<file path="src/hdl/cpd_pkg.sv">
// ----------------------------------------------------------------------------
// cpd_pkg
// Shared types and constants for the command packet deframer.
// ----------------------------------------------------------------------------
package cpd_pkg;

    // payload capacity in bytes (2..64)
    localparam int          MAX_PAYLOAD = 64;
    localparam int          IDX_W       = $clog2(MAX_PAYLOAD);
    localparam logic [7:0]  MAX_LEN     = 8'(MAX_PAYLOAD);
    localparam int          BIDX_W      = 6;   // byte_index field width

    localparam logic [7:0]  START_A_RST = 8'h12;
    localparam logic [7:0]  START_B_RST = 8'h34;

    // request kind on the slave side tuser
    typedef enum logic [1:0] {
        OP_BYTE  = 2'd0,
        OP_FETCH = 2'd1,
        OP_QUERY = 2'd2,
        OP_NONE  = 2'd3
    } t_op;

    // config register index
    typedef enum logic [0:0] {
        REG_START_A = 1'b0,
        REG_START_B = 1'b1
    } t_cfg_reg;

    // one decoded fetch or query, front to back
    typedef struct packed {
        logic             available;
        logic [7:0]       command;
        logic [7:0]       pkt_len;
        logic [7:0]       crc;
        logic             truncated;
        logic             dropped;
        logic             use_ram;    // stream stored data bytes
        logic [IDX_W-1:0] last_idx;   // index of final result
    } t_cmd;

    // payload RAM write port
    typedef struct packed {
        logic             en;
        logic [IDX_W-1:0] addr;
        logic [7:0]       data;
    } t_ram_wr;

    // one result
    typedef struct packed {
        logic              available;
        logic [7:0]        command;
        logic [7:0]        pkt_len;
        logic [7:0]        crc;
        logic [7:0]        data_byte;
        logic [BIDX_W-1:0] byte_index;
        logic              truncated;
        logic              dropped;
        logic              last;
    } t_res;

endpackage

</file>
<file path="src/hdl/cpd_ram.sv">
// ----------------------------------------------------------------------------
// cpd_ram
// Generic single write, single read RAM with registered read data.
// ----------------------------------------------------------------------------
module cpd_ram #(
    parameter int WIDTH = 8,
    parameter int DEPTH = 64
) (
    input  logic                     i_clk,
    input  logic                     i_wr_en,
    input  logic [$clog2(DEPTH)-1:0] i_wr_addr,
    input  logic [WIDTH-1:0]         i_wr_data,
    input  logic                     i_rd_en,
    input  logic [$clog2(DEPTH)-1:0] i_rd_addr,
    output logic [WIDTH-1:0]         o_rd_data
);

    logic [WIDTH-1:0] r_mem [DEPTH];
    logic [WIDTH-1:0] r_rd_data;

    always_ff @(posedge i_clk) begin
        if (i_wr_en) begin
            r_mem[i_wr_addr] <= i_wr_data;
        end
        if (i_rd_en) begin
            r_rd_data <= r_mem[i_rd_addr];
        end
    end

    assign o_rd_data = r_rd_data;

endmodule

</file>
<file path="src/hdl/cpd_front.sv">
// ----------------------------------------------------------------------------
// cpd_front
// Frame recognizer and request classifier: parses received bytes into the
// packet buffer and turns fetch / query requests into queue entries.
// ----------------------------------------------------------------------------
module cpd_front (
    input  logic                i_clk,
    input  logic                i_rst_n,
    input  logic                i_cfg_valid,
    output logic                o_cfg_ready,
    input  logic [0:0]          i_cfg_index,
    input  logic [7:0]          i_cfg_data,
    input  logic                i_s_tvalid,
    output logic                o_s_tready,
    input  logic [7:0]          i_s_tdata,
    input  logic [1:0]          i_s_tuser,
    input  logic                i_q_full,
    input  logic                i_rd_busy,
    output logic                o_push,
    output cpd_pkg::t_cmd       o_cmd,
    output cpd_pkg::t_ram_wr    o_ram_wr
);

    typedef enum logic [5:0] {
        PH_START_A = 6'b000001,
        PH_START_B = 6'b000010,
        PH_COMMAND = 6'b000100,
        PH_LENGTH  = 6'b001000,
        PH_DATA    = 6'b010000,
        PH_CRC     = 6'b100000
    } t_phase;

    t_phase     r_phase, n_phase;
    logic [7:0] r_start_a, n_start_a;
    logic [7:0] r_start_b, n_start_b;
    logic [7:0] r_cmd, n_cmd;
    logic [7:0] r_len, n_len;
    logic [7:0] r_cnt, n_cnt;
    logic [7:0] r_crc, n_crc;
    logic       r_pkt_rdy, n_pkt_rdy;
    logic       r_drop, n_drop;

    logic       accept;
    logic       cfg_we;
    logic [7:0] stored;
    logic [7:0] stored_m1;
    logic [7:0] cnt_inc;

    assign o_cfg_ready = 1'b1;
    assign cfg_we      = i_cfg_valid;

    // bytes wait while a fetch still reads the payload RAM
    assign o_s_tready = !i_q_full &&
                        !((i_s_tuser == cpd_pkg::OP_BYTE) && i_rd_busy);
    assign accept     = i_s_tvalid && o_s_tready;

    assign stored    = (r_len > cpd_pkg::MAX_LEN) ? cpd_pkg::MAX_LEN : r_len;
    assign stored_m1 = (stored == 8'd0) ? 8'd0 : stored - 8'd1;
    assign cnt_inc   = r_cnt + 8'd1;

    always_comb begin
        n_phase   = r_phase;
        n_start_a = r_start_a;
        n_start_b = r_start_b;
        n_cmd     = r_cmd;
        n_len     = r_len;
        n_cnt     = r_cnt;
        n_crc     = r_crc;
        n_pkt_rdy = r_pkt_rdy;
        n_drop    = r_drop;
        o_push    = 1'b0;
        o_cmd     = '0;
        o_ram_wr  = '0;

        if (cfg_we) begin
            case (i_cfg_index)
                cpd_pkg::REG_START_A: n_start_a = i_cfg_data;
                cpd_pkg::REG_START_B: n_start_b = i_cfg_data;
                default: ;
            endcase
        end

        if (accept) begin
            case (i_s_tuser)
                cpd_pkg::OP_BYTE: begin
                    case (r_phase)
                        PH_START_B: begin
                            if (i_s_tdata == r_start_b) begin
                                n_phase = PH_COMMAND;
                            end
                        end
                        PH_COMMAND: begin
                            n_cmd   = i_s_tdata;
                            n_phase = PH_LENGTH;
                        end
                        PH_LENGTH: begin
                            n_len   = i_s_tdata;
                            n_cnt   = 8'd0;
                            n_phase = (i_s_tdata == 8'd0) ? PH_CRC : PH_DATA;
                        end
                        PH_DATA: begin
                            // bytes past capacity are counted, not stored
                            if (r_cnt < cpd_pkg::MAX_LEN) begin
                                o_ram_wr.en   = 1'b1;
                                o_ram_wr.addr = r_cnt[cpd_pkg::IDX_W-1:0];
                                o_ram_wr.data = i_s_tdata;
                            end
                            n_cnt = cnt_inc;
                            if (cnt_inc == r_len) begin
                                n_phase = PH_CRC;
                            end
                        end
                        PH_CRC: begin
                            n_crc     = i_s_tdata;
                            n_pkt_rdy = 1'b1;
                            n_phase   = PH_START_A;
                        end
                        default: begin
                            n_phase = PH_START_A;
                            if (i_s_tdata == r_start_a) begin
                                if (r_pkt_rdy) begin
                                    n_drop = 1'b1;
                                end else begin
                                    n_phase = PH_START_B;
                                end
                            end
                        end
                    endcase
                end
                cpd_pkg::OP_FETCH: begin
                    o_push = 1'b1;
                    if (r_pkt_rdy) begin
                        o_cmd.available = 1'b1;
                        o_cmd.command   = r_cmd;
                        o_cmd.pkt_len   = r_len;
                        o_cmd.crc       = r_crc;
                        o_cmd.truncated = (r_len > cpd_pkg::MAX_LEN);
                        o_cmd.use_ram   = (r_len != 8'd0);
                        o_cmd.last_idx  = stored_m1[cpd_pkg::IDX_W-1:0];
                        n_pkt_rdy       = 1'b0;
                    end
                end
                cpd_pkg::OP_QUERY: begin
                    o_push        = 1'b1;
                    o_cmd.dropped = r_drop;
                    n_drop        = 1'b0;
                end
                default: ;
            endcase
        end
    end

    always_ff @(posedge i_clk) begin
        if (!i_rst_n) begin
            r_phase   <= PH_START_A;
            r_start_a <= cpd_pkg::START_A_RST;
            r_start_b <= cpd_pkg::START_B_RST;
            r_cmd     <= '0;
            r_len     <= '0;
            r_cnt     <= '0;
            r_crc     <= '0;
            r_pkt_rdy <= 1'b0;
            r_drop    <= 1'b0;
        end else begin
            r_phase   <= n_phase;
            r_start_a <= n_start_a;
            r_start_b <= n_start_b;
            r_cmd     <= n_cmd;
            r_len     <= n_len;
            r_cnt     <= n_cnt;
            r_crc     <= n_crc;
            r_pkt_rdy <= n_pkt_rdy;
            r_drop    <= n_drop;
        end
    end

endmodule

</file>
<file path="src/hdl/cpd_queue.sv">
// ----------------------------------------------------------------------------
// cpd_queue
// Two-entry request queue between front and back; also tracks how many
// queued fetches will read the payload RAM.
// ----------------------------------------------------------------------------
module cpd_queue (
    input  logic          i_clk,
    input  logic          i_rst_n,
    input  logic          i_push,
    input  cpd_pkg::t_cmd i_cmd,
    input  logic          i_pop,
    output logic          o_full,
    output logic          o_empty,
    output cpd_pkg::t_cmd o_head,
    output logic          o_ram_pending
);

    cpd_pkg::t_cmd r_mem [2];
    logic          r_wr_ptr, r_rd_ptr;
    logic [1:0]    r_count, n_count;
    logic [1:0]    r_ram_cnt, n_ram_cnt;
    logic          do_push, do_pop;

    assign o_full        = (r_count == 2'd2);
    assign o_empty       = (r_count == 2'd0);
    assign o_head        = r_mem[r_rd_ptr];
    assign o_ram_pending = (r_ram_cnt != 2'd0);

    assign do_push = i_push && !o_full;
    assign do_pop  = i_pop && !o_empty;

    always_comb begin
        n_count   = r_count;
        n_ram_cnt = r_ram_cnt;
        if (do_push) begin
            n_count = n_count + 2'd1;
            if (i_cmd.use_ram) begin
                n_ram_cnt = n_ram_cnt + 2'd1;
            end
        end
        if (do_pop) begin
            n_count = n_count - 2'd1;
            if (o_head.use_ram) begin
                n_ram_cnt = n_ram_cnt - 2'd1;
            end
        end
    end

    always_ff @(posedge i_clk) begin
        if (do_push) begin
            r_mem[r_wr_ptr] <= i_cmd;
        end
    end

    always_ff @(posedge i_clk) begin
        if (!i_rst_n) begin
            r_wr_ptr  <= 1'b0;
            r_rd_ptr  <= 1'b0;
            r_count   <= '0;
            r_ram_cnt <= '0;
        end else begin
            r_wr_ptr  <= r_wr_ptr ^ do_push;
            r_rd_ptr  <= r_rd_ptr ^ do_pop;
            r_count   <= n_count;
            r_ram_cnt <= n_ram_cnt;
        end
    end

endmodule

</file>
<file path="src/hdl/cpd_back.sv">
// ----------------------------------------------------------------------------
// cpd_back
// Result sequencer: expands each queued request into results, reads the
// payload RAM and holds results in an output register.
// ----------------------------------------------------------------------------
module cpd_back (
    input  logic                        i_clk,
    input  logic                        i_rst_n,
    input  logic                        i_q_empty,
    input  cpd_pkg::t_cmd               i_q_head,
    output logic                        o_pop,
    output logic                        o_ram_busy,
    output logic                        o_rd_en,
    output logic [cpd_pkg::IDX_W-1:0]   o_rd_addr,
    input  logic [7:0]                  i_rd_data,
    output logic                        o_m_tvalid,
    input  logic                        i_m_tready,
    output cpd_pkg::t_res               o_res
);

    logic                      r_busy;
    cpd_pkg::t_cmd             r_cur;
    logic [cpd_pkg::IDX_W-1:0] r_k;

    // stage 1: RAM read in flight, stage 2: output register
    logic          r_s1_valid;
    cpd_pkg::t_res r_s1;
    logic          r_s1_ram;
    logic          r_s2_valid;
    cpd_pkg::t_res r_s2;

    logic          adv;
    logic          s1_free;
    logic          issue;
    logic          k_last;
    cpd_pkg::t_res s1_new;
    cpd_pkg::t_res s2_new;

    assign adv     = !r_s2_valid || i_m_tready;
    assign s1_free = !r_s1_valid || adv;
    assign issue   = r_busy && s1_free;
    assign k_last  = (r_k == r_cur.last_idx);
    assign o_pop   = !r_busy && !i_q_empty;

    assign o_ram_busy = r_busy && r_cur.use_ram;
    assign o_rd_en    = issue && r_cur.use_ram;
    assign o_rd_addr  = r_k;

    always_comb begin
        s1_new            = '0;
        s1_new.available  = r_cur.available;
        s1_new.command    = r_cur.command;
        s1_new.pkt_len    = r_cur.pkt_len;
        s1_new.crc        = r_cur.crc;
        s1_new.byte_index = cpd_pkg::BIDX_W'(r_k);
        s1_new.truncated  = r_cur.truncated;
        s1_new.dropped    = r_cur.dropped;
        s1_new.last       = k_last;
    end

    // RAM data joins the result on its way into the output register
    always_comb begin
        s2_new           = r_s1;
        s2_new.data_byte = r_s1_ram ? i_rd_data : 8'd0;
    end

    always_ff @(posedge i_clk) begin
        if (o_pop) begin
            r_cur <= i_q_head;
        end
        if (issue) begin
            r_s1     <= s1_new;
            r_s1_ram <= r_cur.use_ram;
        end
        if (r_s1_valid && adv) begin
            r_s2 <= s2_new;
        end
    end

    always_ff @(posedge i_clk) begin
        if (!i_rst_n) begin
            r_busy     <= 1'b0;
            r_k        <= '0;
            r_s1_valid <= 1'b0;
            r_s2_valid <= 1'b0;
        end else begin
            if (o_pop) begin
                r_busy <= 1'b1;
                r_k    <= '0;
            end else if (issue) begin
                if (k_last) begin
                    r_busy <= 1'b0;
                end else begin
                    r_k <= r_k + cpd_pkg::IDX_W'(1);
                end
            end
            if (issue) begin
                r_s1_valid <= 1'b1;
            end else if (adv) begin
                r_s1_valid <= 1'b0;
            end
            if (adv) begin
                r_s2_valid <= r_s1_valid;
            end
        end
    end

    assign o_m_tvalid = r_s2_valid;
    assign o_res      = r_s2;

endmodule

</file>
<file path="src/hdl/command_packet_deframer.sv">
// ----------------------------------------------------------------------------
// command_packet_deframer
// Length-prefixed command packet deframer with a one-packet buffer.
// ----------------------------------------------------------------------------
// Requests arrive on the slave stream; tuser selects the kind (received byte,
// fetch, query dropped flag) and tdata carries the byte. Received bytes are
// matched against start_a, start_b, command, length, data bytes, crc; one
// complete packet is held (up to 64 data bytes in a payload RAM, the rest
// counted but dropped and the packet marked truncated). A start_a byte seen
// while a packet is held sets the sticky dropped flag. A fetch returns one
// result per stored data byte (one result if the length is zero, or a single
// all-zero result when nothing is held) and frees the buffer; a query returns
// and clears the dropped flag. A request is accepted unless held off: all
// requests wait while the two-entry queue is full, and since the payload RAM
// has one write and one read port, received bytes wait (tready low) while a
// queued or running fetch still has RAM reads to issue. A fetch streams one
// result per cycle once started, limited by the output handshake; the first
// result passes through the queue, the current-request register, the RAM read
// and the output register, and the back end pops the next queued request only
// after issuing the last result of the current one. The payload RAM is not
// cleared after reset; no startup pass.
module command_packet_deframer (
    input  logic        i_clk,
    input  logic        i_rst_n,
    // configuration writes
    input  logic        i_cfg_valid,
    output logic        o_cfg_ready,
    input  logic [0:0]  i_cfg_index,   // 0 start_a, 1 start_b
    input  logic [7:0]  i_cfg_data,
    // request stream
    input  logic        i_s_tvalid,
    output logic        o_s_tready,
    input  logic [7:0]  i_s_tdata,     // [7:0] rx_byte
    input  logic [1:0]  i_s_tuser,     // [1:0] op
    // result stream
    output logic        o_m_tvalid,
    input  logic        i_m_tready,
    output logic [39:0] o_m_tdata,     // [7:0] command, [15:8] length byte,
                                       // [23:16] crc, [31:24] data_byte,
                                       // [37:32] byte_index, [38] truncated,
                                       // [39] dropped
    output logic        o_m_tuser,     // [0] available
    output logic        o_m_tlast      // last result of a fetch or query
);

    logic                      q_push;
    cpd_pkg::t_cmd             q_in;
    logic                      q_pop;
    logic                      q_full;
    logic                      q_empty;
    cpd_pkg::t_cmd             q_head;
    logic                      q_ram_pending;
    logic                      back_ram_busy;
    logic                      rd_busy;
    cpd_pkg::t_ram_wr          ram_wr;
    logic                      rd_en;
    logic [cpd_pkg::IDX_W-1:0] rd_addr;
    logic [7:0]                rd_data;
    cpd_pkg::t_res             res;

    // any fetch that still has RAM reads ahead of it
    assign rd_busy = q_ram_pending || back_ram_busy;

    cpd_front u_front (
        .i_clk       (i_clk),
        .i_rst_n     (i_rst_n),
        .i_cfg_valid (i_cfg_valid),
        .o_cfg_ready (o_cfg_ready),
        .i_cfg_index (i_cfg_index),
        .i_cfg_data  (i_cfg_data),
        .i_s_tvalid  (i_s_tvalid),
        .o_s_tready  (o_s_tready),
        .i_s_tdata   (i_s_tdata),
        .i_s_tuser   (i_s_tuser),
        .i_q_full    (q_full),
        .i_rd_busy   (rd_busy),
        .o_push      (q_push),
        .o_cmd       (q_in),
        .o_ram_wr    (ram_wr)
    );

    cpd_queue u_queue (
        .i_clk         (i_clk),
        .i_rst_n       (i_rst_n),
        .i_push        (q_push),
        .i_cmd         (q_in),
        .i_pop         (q_pop),
        .o_full        (q_full),
        .o_empty       (q_empty),
        .o_head        (q_head),
        .o_ram_pending (q_ram_pending)
    );

    cpd_ram #(
        .WIDTH (8),
        .DEPTH (cpd_pkg::MAX_PAYLOAD)
    ) u_payload (
        .i_clk     (i_clk),
        .i_wr_en   (ram_wr.en),
        .i_wr_addr (ram_wr.addr),
        .i_wr_data (ram_wr.data),
        .i_rd_en   (rd_en),
        .i_rd_addr (rd_addr),
        .o_rd_data (rd_data)
    );

    cpd_back u_back (
        .i_clk      (i_clk),
        .i_rst_n    (i_rst_n),
        .i_q_empty  (q_empty),
        .i_q_head   (q_head),
        .o_pop      (q_pop),
        .o_ram_busy (back_ram_busy),
        .o_rd_en    (rd_en),
        .o_rd_addr  (rd_addr),
        .i_rd_data  (rd_data),
        .o_m_tvalid (o_m_tvalid),
        .i_m_tready (i_m_tready),
        .o_res      (res)
    );

    assign o_m_tdata = {res.dropped, res.truncated, res.byte_index, res.data_byte,
                        res.crc, res.pkt_len, res.command};
    assign o_m_tuser = res.available;
    assign o_m_tlast = res.last;

endmodule

</file>
<file path="config.mk">
export PLATFORM = sky130hd
export DESIGN_NAME = command_packet_deframer
export DESIGN_NICKNAME = d
export VERILOG_FILES = /design/src/hdl/cpd_pkg.sv /design/src/hdl/cpd_ram.sv /design/src/hdl/cpd_front.sv /design/src/hdl/cpd_queue.sv /design/src/hdl/cpd_back.sv /design/src/hdl/command_packet_deframer.sv
export SDC_FILE = /design/constraint.sdc
export NUM_CORES = 1
export LEC_CHECK = 0
export BUFFER_PORTS_ARGS = -buffer_cell sky130_fd_sc_hd__buf_2
export CAP_MARGIN = 20
export CORE_MARGIN = 4
export CORE_UTILIZATION = 40
export CTS_CLUSTER_SIZE = 40
export DETAILED_ROUTE_END_ITERATION = 7
export PLACE_DENSITY = 0.66
export SLEW_MARGIN = 20
export SYNTH_ARGS = -nofsm -noshare
export SYNTH_HDL_FRONTEND = slang
export SYNTH_SLANG_ARGS = --single-unit
</file>
<file path="constraint.sdc">
create_clock -name i_clk -period 4.4 [get_ports i_clk]
set_input_delay 0 -clock i_clk [delete_from_list [all_inputs] [get_ports i_clk]]
set_output_delay 0 -clock i_clk [all_outputs]
set_load 0.005 [all_outputs]
</file>
==> summary by stage <==
Setup path
The critical path start-end classification is reg -> reg. STA classifies the critical path startpoint as a flop. The signal on the critical path passes through inv_1 > ha_1 > a21boi_1 > and2_1 > nand2_1 > nor2_2 > nand4b_1 > nor2_1. The biggest cell delay along the critical path is 0.70 ns. The arrival time of the worst setup path is between 3 and 4 ns. STA classifies the critical path endpoint as a flop.

The highest-delay cell along the critical path is sky130_fd_sc_hd__nor2_1. The data required time of the worst path is approximately 4.6 ns. The number of cells on the worst reg-to-reg path is 8. The maximum fanout along the worst path is 16.

Finish
The area overhead of the layout relative to synthesis is 16.0%. Once layout is complete, the utilization of the core stands at a little under half. The proportion of layout cells with a drive suffix above 1 is 25.6%. The total of fill cells in the finished design is a little over 6,000. The number of diodes is 0.

The multi-input logic area is a little over 7000 um^2. The net total in the final layout is between 1,500 and 2,000. Summing all flip-flop and latch instances after layout gives roughly 22,000 um^2.

Flow run
The tool flagged a number of max-cap violations equal to 0.

Global routing
Global routing used 16.5% of the available tracks. The first global-routing pass estimated just under 100,000 um of wire. Entering global routing, the biggest net connects between 60 and 70 pins. The via count of the first global-routing pass is about 15,000. The initial antenna violation count is 0. Summed over all layers, the global routing overflow is 0.

Timing
The actual transition at the worst max-transition pin is a little over 1 ns. The clock period could shrink to between 3 and 4 ns. Clock skew on the completed layout was measured at 0.0305 ns. The final count of hold timing violations is 0.

Derived from the worst setup path, the maximum achievable clock frequency is 0.273 GHz. Summed over all failing endpoints, the final setup total negative slack is 0 ns. The remaining max-slew budget at the tightest pin is between 30 and 40%. The max-slew violation count was 0. The worst path uses 83.4% of the clock period. The setup-violating endpoint count in the final report is 0.

Setup repair after global routing left no endpoint under its margin. On the final layout, the worst hold slack is ~0.08 ns.

Power
In this run, the combinational gates consume 8.6% of the power. The maximum vdd ir drop is ~0.28 mV. In this run the power spent charging and discharging nets is about 0.0037 W. The share of total power dissipated in sequential elements is 51.8%.

The static leakage is between 9 and 10 nW. Net switching is between 20% and 30% of the power. The internal portion of the total power is 0.0130 W.

The share of total power dissipated in the clock network is about two fifths. The power density of the placed cells is 479 nW/um^2.

Synth
Counting flops with a built-in enable in the synthesized netlist gives 699. The share of flip-flops with an asynchronous set or reset after synthesis is 0%. The cell with the most instances after synthesis is sky130_fd_sc_hd__edfxtp_1.

Synthesis produced a netlist with a net count of between 1,500 and 2,000. The total standard cell area after synthesis is 30,000 um^2. The area share of the largest cell type after synthesis is between 60% and 70%. The cell count after synthesis is around 1,600.

Summing the areas of all and, or, nand and nor instances in the mapped netlist gives 5.69% of the synthesized area. The number of synthesis warnings is 0. The leading area contributor after synthesis is sky130_fd_sc_hd__edfxtp_1.

After synthesis, the most frequently instantiated cells are sky130_fd_sc_hd__edfxtp_1, sky130_fd_sc_hd__mux4_2, sky130_fd_sc_hd__nor2_1, sky130_fd_sc_hd__nand2_1, sky130_fd_sc_hd__dfxtp_1. By area, the combinational part of the netlist is dominated by multiplexers. Yosys mapped the design onto 65 distinct sky130hd cell types. Multiplexer cells account for between 10% and 20% of the synthesized area.

Ranked by total cell area, the synthesized netlist is headed by sky130_fd_sc_hd__edfxtp_1, sky130_fd_sc_hd__mux4_2, sky130_fd_sc_hd__dfxtp_1. The synthesized netlist devotes 1.37% of its cell area to XOR and XNOR gates. A synthesized cell averages roughly 19 um^2. The fraction of the mapped netlist area in adder cells is less than 1%. The complex-gate fraction of the synthesized area is under 10%. For this run, the leading register cell type out of synthesis is sky130_fd_sc_hd__edfxtp_1. The flip-flop and latch count after synthesis is 771. The register area share after synthesis is around three quarters.

Placement
The congestion estimate from routability-driven global placement came to around 0.8. The sum of net half-perimeters after detailed placement is 41,400 um. During placement, the flow inserted port buffers numbering between 60 and 70.

Detailed routing
Across all layers, the routed design uses 15,200 vias. Wires add up to about 65,000 um. Before antenna repair, the detailed router went through 5 iterations. For this run, design rule violations remaining after detail routing come to 0.

The detail-routed net length per standard cell is approximately 23 um. The count of nets left with antenna violations once routing finished came out at 0. The detailed router finished its first iteration with between 1,000 and 1,500 violations. Using the TritonRoute via totals, the vias-per-cell ratio works out to approximately 5.4.

Clocking
The number of instances resized during post-cts repair is 0. The worst-case clock buffer depth is 3. The clock slew seen by the registers of the worst setup and hold paths is about 0.060 ns. The clock drives between 700 and 800 sinks. The post-CTS setup buffer count is 0. Counting the buffers created by CTS gives 77. After clock tree synthesis, the flow added hold-fix buffers numbering 36.

The H-tree was split into 3 levels. The clock network latency to the later pin of the worst-skew pair is ~0.62 ns. The cell sitting at the root of the clock tree is a sky130_fd_sc_hd__clkbuf_16.

The clock tree from TritonCTS is yes.

Hold path
The cell count of the worst hold path is 6. The path type of the worst min-delay path is in -> reg.

Die
The chip width is between 200 and 300 um. The die area is 79,600 um^2. From bottom edge to top edge, the die measures between 200 and 300 um. The initial utilization of the core area, before any placement, comes to 40.4%. The standard-cell row count is 100. The floorplan step defined a core boundary enclosing around 74,000 um^2. Pin placement for this block handled slightly below 70 I/O pins.

Status
The run finished with clean final reports.
## registers in the layout, summed over array words and instances (netlist names), 2 cells and up, named ones only
| name | count |
|---|---|
| u_front.r_start_a | 8 |
| u_front.r_phase | 6 |
| u_front.r_start_b | 8 |
| u_back.r_s1 | 34 |
| u_back.r_cur | 34 |
| u_queue.r_count | 2 |
| u_front.r_cmd | 8 |
| u_back.o_res | 42 |
| u_payload.r_mem | 512 |
| u_back.o_rd_addr | 6 |
| u_queue.r_ram_cnt | 2 |
| u_queue.r_mem | 68 |
| u_front.r_cnt | 8 |
| u_front.r_crc | 8 |
| u_front.r_len | 8 |
| u_payload.o_rd_data | 8 |
## power by group through the flow
stage | Clock, W | Combinational [W] | Sequential (W)
detailed placement | 0 | 0.00143 | 0.00881
CTS | 0.00674 | 0.00146 | 0.00865
finish | 0.00662 | 0.00143 | 0.00865
floorplan | 0 | 0.00110 | 0.00870
global placement | 0 | 0.00141 | 0.00879
global route | 0.00708 | 0.00156 | 0.00868
## cell families after synthesis
family / count (synthesis)
flops: 771
simple gates: 356
mux: 224
buf+inv: 101
compound gates: 96
xor+xnor: 47
fa+ha+maj: 12
other cells: 1
## worst paths after layout
| path | startpoint | endpoint | slack, ns |
|---|---|---|---|
| worst min-delay path | i_s_tvalid | u_front.r_pkt_rdy$_SDFFE_PN0P_ | 0.08 |
| worst max-delay path | u_queue.r_ram_cnt[0]$_SDFF_PN0_ | u_payload.r_mem[25][7]$_DFFE_PP_ | 0.73 |
| worst min register to register | u_back.r_s1[6]$_DFFE_PP_ | u_back.o_res[6]$_DFFE_PP_ | 0.41 |
| worst max register to register | u_queue.r_ram_cnt[0]$_SDFF_PN0_ | u_payload.r_mem[25][7]$_DFFE_PP_ | 0.73 |
## cells in the final DEF, fill, tap and decap left out, types with 6 or more instances in the layout
cell type	n
sky130_fd_sc_hd__a21oi_1	42
sky130_fd_sc_hd__nor2b_1	12
sky130_fd_sc_hd__and2_1	38
sky130_fd_sc_hd__clkinv_1	15
sky130_fd_sc_hd__ha_1	12
sky130_fd_sc_hd__mux4_2	150
sky130_fd_sc_hd__nor3_1	15
sky130_fd_sc_hd__nand4_1	9
sky130_fd_sc_hd__inv_1	12
sky130_fd_sc_hd__buf_2	67
sky130_fd_sc_hd__xor2_1	21
sky130_fd_sc_hd__clkbuf_8	6
sky130_fd_sc_hd__nor2_1	121
sky130_fd_sc_hd__clkinv_2	7
sky130_fd_sc_hd__o21ai_0	9
sky130_fd_sc_hd__nand3_1	39
sky130_fd_sc_hd__nand2_1	74
sky130_fd_sc_hd__dfxtp_1	67
sky130_fd_sc_hd__xnor2_1	26
sky130_fd_sc_hd__clkbuf_16	78
sky130_fd_sc_hd__buf_4	69
sky130_fd_sc_hd__bufinv_16	9
sky130_fd_sc_hd__and2_2	8
sky130_fd_sc_hd__nand3b_1	9
sky130_fd_sc_hd__edfxtp_1	699
sky130_fd_sc_hd__buf_12	11
sky130_fd_sc_hd__clkbuf_1	16
sky130_fd_sc_hd__dlygate4sd3_1	36
sky130_fd_sc_hd__o22ai_1	6
sky130_fd_sc_hd__mux2i_1	32
sky130_fd_sc_hd__mux2_2	39
## metrics by stage
step                cells  cell area [um^2]  total power, W  setup slack (ns)
floorplan            1608             30000         0.00980              1.12
global placement     2636             31900          0.0102             0.855
detailed placement   2636             31900          0.0102             0.724
CTS                  2812             34900          0.0169             0.696
global route         2812             34900          0.0173             0.469
finish               2812             34900          0.0167             0.731
## critical path: cells and delay by family (launching register included)
kind,cells,cell delay [ns]
and+or+nand+nor,5,2.35
DFF,1,0.31
buffers and inverters,1,0.11
adders and majority gates,1,0.17
AOI/OAI and AO/OA,1,0.33
## routing by layer
layer  up-vias  GRT usage (%)  wire [um]
met5         -              0          0
met1      7909           22.9      27700
met3        95           3.13       4290
met4         0           5.55       1760
li1       6702              -          -
met2       541           26.5      31700
## area by class of cell
type                    instances  area share (%)
clock buffers                 100            6.01
clock inverters                40            1.40
multi-input cells             736            20.5
flip-flops and latches        771            64.4
repair buffers                183            4.11
well taps                     969            3.48
inverters                      13           0.140
Power figures use the tool's default switching activity.
